--- src/sv/sts_pkg.sv ---
package sts_pkg;

    localparam int KEY_W   = 32;
    localparam int INDEX_W = 4;
    localparam int COUNT_W = 5;
    localparam int POS_W   = 4;

    localparam int S_TDATA_W = 40;
    localparam int M_TDATA_W = 8;

    localparam logic OP_WRITE  = 1'b0;
    localparam logic OP_SEARCH = 1'b1;

    typedef logic signed [KEY_W-1:0] key_t;
    typedef logic [COUNT_W-1:0]      count_t;

endpackage

--- src/sv/sorted_table_binary_search.sv ---
// Sorted-table binary search.
// The slave channel takes words of two kinds, selected by s_axis_tuser: a write
// word stores key_value at entry_index, and a search word looks for key_value
// among the first entry_count entries, which must be stored in ascending order.
// A write gives no result. A search gives one word on the master channel with
// the found flag in m_axis_tuser and the matching position in m_axis_tdata.
// The entry count is set through cfg_wr_en and cfg_wr_data; the user must do so
// only while idle, as the block itself does not enforce it. A search starts
// when its word is accepted. Each probe reads the key memory through its single
// read port in ST_PROBE and compares in ST_CMP; the search finishes when a key
// matches or the range left to probe is empty.
// Only one search runs at a time; the slave channel is ready again once the
// result sits in the output register, even while the receiver has not taken it.
// When the receiver stalls, a finished search waits until the output register
// is free. Reset clears the entry count and empties the output register; the
// key memory keeps its contents and must be written before it is searched.
module sorted_table_binary_search #(
    parameter int TABLE_DEPTH = 16
) (
    input  logic                            aclk,
    input  logic                            aresetn,
    input  logic                            cfg_wr_en,
    input  logic [sts_pkg::COUNT_W-1:0]     cfg_wr_data,
    input  logic                            s_axis_tvalid,
    output logic                            s_axis_tready,
    // entry_index [3:0], key_value [35:4], zero [39:36]
    input  logic [sts_pkg::S_TDATA_W-1:0]   s_axis_tdata,
    // operation [0]
    input  logic                            s_axis_tuser,
    output logic                            m_axis_tvalid,
    input  logic                            m_axis_tready,
    // position [3:0], zero [7:4]
    output logic [sts_pkg::M_TDATA_W-1:0]   m_axis_tdata,
    // found [0]
    output logic                            m_axis_tuser
);

    localparam int AW        = (TABLE_DEPTH > 1) ? $clog2(TABLE_DEPTH) : 1;
    localparam int MAX_C_INT = (TABLE_DEPTH < 31) ? TABLE_DEPTH : 31;
    localparam int MAX_W_INT = (TABLE_DEPTH < 16) ? TABLE_DEPTH : 16;
    localparam logic [sts_pkg::COUNT_W-1:0] MAX_COUNT = sts_pkg::COUNT_W'(MAX_C_INT);
    localparam logic [sts_pkg::COUNT_W-1:0] MAX_WRITE = sts_pkg::COUNT_W'(MAX_W_INT);

    typedef enum logic [1:0] {
        ST_IDLE,
        ST_PROBE,
        ST_CMP
    } state_t;

    state_t                        state_reg;
    sts_pkg::count_t               entry_count_reg;
    sts_pkg::count_t               low_reg;
    sts_pkg::count_t               end_reg;
    sts_pkg::count_t               mid_reg;
    sts_pkg::key_t                 target_reg;
    sts_pkg::key_t                 rd_data_reg;
    logic                          m_valid_reg;
    logic                          found_reg;
    logic [sts_pkg::POS_W-1:0]     position_reg;

    logic [sts_pkg::KEY_W-1:0]     key_mem [TABLE_DEPTH];

    logic                          in_fire;
    logic                          out_free;
    logic                          result_load;
    logic [sts_pkg::INDEX_W-1:0]   in_index;
    sts_pkg::key_t                 in_key;
    sts_pkg::count_t               count_sat;
    sts_pkg::count_t               span;
    sts_pkg::count_t               mid_next;
    logic                          wr_en;
    logic                          rd_en;

    assign in_index  = s_axis_tdata[sts_pkg::INDEX_W-1:0];
    assign in_key    = s_axis_tdata[sts_pkg::INDEX_W +: sts_pkg::KEY_W];
    assign in_fire   = s_axis_tvalid && s_axis_tready;
    assign out_free  = !m_valid_reg || m_axis_tready;
    assign count_sat = (entry_count_reg > MAX_COUNT) ? MAX_COUNT : entry_count_reg;
    assign span      = end_reg - low_reg - sts_pkg::COUNT_W'(1);
    assign mid_next  = low_reg + (span >> 1);
    assign wr_en     = in_fire && (s_axis_tuser == sts_pkg::OP_WRITE)
                       && ({1'b0, in_index} < MAX_WRITE);
    assign rd_en     = (state_reg == ST_PROBE) && (low_reg < end_reg);
    assign result_load = out_free
                         && (((state_reg == ST_PROBE) && !(low_reg < end_reg))
                             || ((state_reg == ST_CMP) && (rd_data_reg == target_reg)));

    assign s_axis_tready = (state_reg == ST_IDLE);
    assign m_axis_tvalid = m_valid_reg;
    assign m_axis_tuser  = found_reg;
    assign m_axis_tdata  = {{(sts_pkg::M_TDATA_W - sts_pkg::POS_W){1'b0}}, position_reg};

    always_ff @(posedge aclk) begin
        if (wr_en) begin
            key_mem[AW'(in_index)] <= in_key;
        end
        if (rd_en) begin
            rd_data_reg <= key_mem[AW'(mid_next)];
        end
    end

    always_ff @(posedge aclk) begin
        if (!aresetn) begin
            state_reg       <= ST_IDLE;
            entry_count_reg <= '0;
            m_valid_reg     <= 1'b0;
        end else begin
            if (result_load) begin
                m_valid_reg <= 1'b1;
            end else if (m_axis_tready) begin
                m_valid_reg <= 1'b0;
            end
            if (cfg_wr_en) begin
                entry_count_reg <= cfg_wr_data;
            end
            case (state_reg)
                ST_IDLE: begin
                    if (in_fire && (s_axis_tuser == sts_pkg::OP_SEARCH)) begin
                        target_reg <= in_key;
                        low_reg    <= '0;
                        end_reg    <= count_sat;
                        state_reg  <= ST_PROBE;
                    end
                end
                ST_PROBE: begin
                    if (low_reg < end_reg) begin
                        mid_reg   <= mid_next;
                        state_reg <= ST_CMP;
                    end else if (out_free) begin
                        found_reg    <= 1'b0;
                        position_reg <= '0;
                        state_reg    <= ST_IDLE;
                    end
                end
                ST_CMP: begin
                    if (rd_data_reg == target_reg) begin
                        if (out_free) begin
                            found_reg    <= 1'b1;
                            position_reg <= mid_reg[sts_pkg::POS_W-1:0];
                            state_reg    <= ST_IDLE;
                        end
                    end else if (rd_data_reg < target_reg) begin
                        low_reg   <= mid_reg + sts_pkg::COUNT_W'(1);
                        state_reg <= ST_PROBE;
                    end else begin
                        end_reg   <= mid_reg;
                        state_reg <= ST_PROBE;
                    end
                end
                default: begin
                    state_reg <= ST_IDLE;
                end
            endcase
        end
    end

endmodule

--- config.mk ---
export PLATFORM = sky130hd
export DESIGN_NAME = sorted_table_binary_search
export DESIGN_NICKNAME = d
export VERILOG_FILES = /design/src/sv/sts_pkg.sv /design/src/sv/sorted_table_binary_search.sv
export SDC_FILE = /design/constraint.sdc
export NUM_CORES = 1
export LEC_CHECK = 0
export ABC_CLOCK_PERIOD_IN_PS = 4200
export BUFFER_PORTS_ARGS = -buffer_cell sky130_fd_sc_hd__buf_2
export CAP_MARGIN = 20
export CORE_MARGIN = 2
export CORE_UTILIZATION = 56
export CTS_CLUSTER_SIZE = 16
export DETAILED_ROUTE_END_ITERATION = 12
export PLACE_DENSITY_LB_ADDON = 0.15
export SETUP_SLACK_MARGIN = 0.5
export SYNTH_ARGS = -nofsm -noshare
export SYNTH_HDL_FRONTEND = slang
export SYNTH_SLANG_ARGS = --single-unit
--- constraint.sdc ---
create_clock -name aclk -period 4.2 [get_ports aclk]
set_input_delay 0.21 -clock aclk [delete_from_list [all_inputs] [get_ports aclk]]
set_output_delay 0.21 -clock aclk [all_outputs]
set_load 0.01 [all_outputs]
==> run_results.csv <==
group,metric,value,unit
status,status,"completed",
min_path,hold_start,"s_axis_tuser",
worst_setup_path,start_kind,"register",
timing,tightest_slew,1.074,ns
finish,drive_above_1_share,0.2738,
timing,skew,0.01547,ns
timing,rsz0062_at_grt,"no",
power_and_ir_drop,ir_drop,0.0003192,V
finish,synthToLayoutAreaGrowth,15.98,%
timing,holdWs,0.03803,ns
timing,hold_viol,0,
finish,nets,1325,
synth,ys_types,50,
clocking,cts_root_buffer,"clkbuf_16",
worst_setup_path,rr_worst_depth,10,
clocking,cts.htree.levels,2,
drt,drt-initial-drc-count,1019,
grt,antenna_found_initial,2,
power_and_ir_drop,pwr_density_cell,480.5,nW/µm²
finish,layout.cells.most_common,"edfxtp_1",
timing,setup_viol,0,
synth,synth_edf_count,596,
finish,instances_no_fill,1812,
worst_setup_path,end_kind,"register",
drt,drc_errors,0,
timing,finalSetupTns,0,ns
drt,viasPerCell,6.113,
drt,ant_nets,0,
synth,synth_cells,1055,
clocking,clk_latency,0.60,ns
synth,syn-mean-instance-area,22.45,µm²
finish,fillCellCount,2747,
run,maxCapViolCount,0,
min_path,hold_depth,5,
drt,num_vias,11080,
min_path,hold_end,"state_reg[0]$_SDFFE_PN0P_",
power_and_ir_drop,total_power,13.20,mW
synth,synthesis.area,23690,µm²
drt,first_pass_iters,5,
finish,fin_area,27470,µm²
place,dpl_cell_area,24980,µm²
die,die_h,209.7,µm
die,pin_count,62,
synth,synthTopCellsByArea,"edfxtp_1 (76%), mux4_2 (14%), ha_1 (2.3%), mux4_1 (1.0%), inv_1 (0.79%)",
place,numPortBuffers,53,
synth,synth_top_area_frac,0.7555,
die,die_width,209.7,µm
synth,yosys_warnings,0,
synth,ys_ff_latch,604,
grt,grtUsageTotal,0.2289,
synth,ys.flop_type,"edfxtp_1",
worst_setup_path,crit_fanout,13,
finish,layout_common_cells,"edfxtp_1 (596), mux4_2 (151), clkbuf_16 (63)",
timing,fmax,276.8,MHz
die,die_area,43960,µm²
clocking,cts_made_buffers,57,
synth,ys_async_sr_fraction,0,
die,start_util,0.5660,
finish,largest_reg_flops,512,
min_path,hold_class,"input pin to register",
timing,period_share,0.8601,
drt,wl_per_cell,27.62,µm
worst_setup_path,r2r-start,"low_reg[0]$_SDFFCE_PN0P_",
place,dp.cells,1647,
worst_setup_path,crit_required,4.54,ns
die,core,41850,µm²
worst_setup_path,rr_endpoint,"rd_data_reg[19]$_DFFE_PP_",
timing,min_period,3.613,ns
drt,wirelength,50050,µm
worst_setup_path,crit_arrival,3.95,ns
grt,grt_max_degree,55,
worst_setup_path,criticalPathCategory,"register to register",
power_and_ir_drop,p_leak,9.181,nW
place,gp_congestion,0.7416,
worst_setup_path,r2r_slack,0.59,ns
timing,drv_slew,0,
grt,grt_pass1_vias,11140,
timing,max_slew_margin,0.2840,
grt,grt_pass1_wl,72340,µm
clocking,cts.sinks,604,
grt,grt_remaining_overflow,0,
die,fp-row-count,75,
clocking,clkTransAtPathRegs,0.06,ns
clocking,cts_buffer_depth,3,
synth,yosys.area.top_type,"edfxtp_1",
clocking,tritoncts,"yes",
place,post-dp-hpwl,25170,µm
synth,yosysSeqAreaShare,0.7623,
[metal layers]
layer,GRT usage,wire length (µm),vias up
met3,0.04130,3488,74
li1,-,-,4748
met2,0.3594,24130,390
met4,0.05869,1012,0
met1,0.3402,21420,5865
met5,0,0,-
[final cells by class]
cell class | instances | area, µm² | share of cell area
multi-input cells | 362 | 5333 | 0.1941
well taps | 539 | 674.4 | 0.02455
diodes | 2 | 5.005 | 0.0001822
clock inverters | 33 | 252.7 | 0.009199
inverters | 51 | 191.4 | 0.006968
repair buffers | 152 | 1446 | 0.05265
flip-flops and latches | 604 | 18060 | 0.6573
clock buffers | 69 | 1514 | 0.05511
[Yosys cell counts (2+ instances only)]
library cell and number:
buf_1 7, nand3_1 5, clkbuf_1 8, edfxtp_1 596, dfxtp_1 8, and2_1 6, ha_1 44, mux4_2 151
buf_4 4, mux2i_1 6, o21ai_0 2, fa_1 2, nor3_1 7, inv_1 50, buf_2 8, o21ai_1 2
nand4_1 9, a211oi_1 2, a21oi_1 14, and4_1 2, xnor2_1 6, nor2_1 24, buf_6 13, a31oi_1 2
o211ai_1 2, nand2_1 12, nand3b_1 2, nand2b_1 8, xor2_1 3, a21o_1 13, mux4_1 9, and3_1 2
nor2b_1 9
[power breakdown]
group / switching, mW / internal (mW)
clock: 2.15 / 2.79
sequential: 0.0264 / 6.75
combinational: 0.729 / 0.762
total: 2.90 / 10.3
[stage by stage]
stage,utilization,setup slack [ns]
after floorplan,-,0.5646
after global placement,0.5969,0.4323
after detailed placement,0.5969,0.4554
after CTS,0.6518,0.4520
after global routing,0.6564,0.5026
final,0.6564,0.5874
[how the worst max path moves through the flow]
| stage | start | slack, ns | cells after the start | end |
|---|---|---|---|---|
| floorplan | state_reg[1]$_SDFFE_PN0P_ | 0.56 | 3 | key_mem[4][0]$_DFFE_PP_ |
| global placement | low_reg[0]$_SDFFCE_PN0P_ | 0.43 | 8 | rd_data_reg[6]$_DFFE_PP_ |
| detailed placement | low_reg[0]$_SDFFCE_PN0P_ | 0.46 | 8 | rd_data_reg[10]$_DFFE_PP_ |
| CTS | low_reg[0]$_SDFFCE_PN0P_ | 0.45 | 8 | rd_data_reg[14]$_DFFE_PP_ |
| global route | low_reg[0]$_SDFFCE_PN0P_ | 0.50 | 10 | rd_data_reg[28]$_DFFE_PP_ |
| finish | low_reg[0]$_SDFFCE_PN0P_ | 0.59 | 10 | rd_data_reg[19]$_DFFE_PP_ |
[critical path: stages, from the launching register on]
cell	delay, ns
edfxtp_1	0.37
nand2b_1	0.20
fa_1	0.44
inv_1	0.09
ha_4	0.13
inv_1	0.05
fa_4	0.80
buf_12	0.20
clkbuf_16	0.23
mux4_2	0.31
mux4_2	0.48
[logic make-up after synthesis]
group | after synthesis | share of synthesized area
flops | 604 | 0.7623
mux | 166 | 0.1561
fa+ha+maj | 46 | 0.02493
other cells | 1 | 0.0001583
buf+inv | 92 | 0.02018
simple gates | 90 | 0.01981
compound gates | 47 | 0.01321
xor+xnor | 9 | 0.003328
[repair_timing]
item                                    in CTS  in global routing
pin swaps                                    0                  1
endpoints found under the setup margin      24                 32
hold endpoints to repair                   552                  0
gates cloned                                 0                  7
hold buffers                                52                  0
buffers inserted                             0                  2
resized for setup                            2                  5
Note: power is estimated with default switching activity, not from simulation.
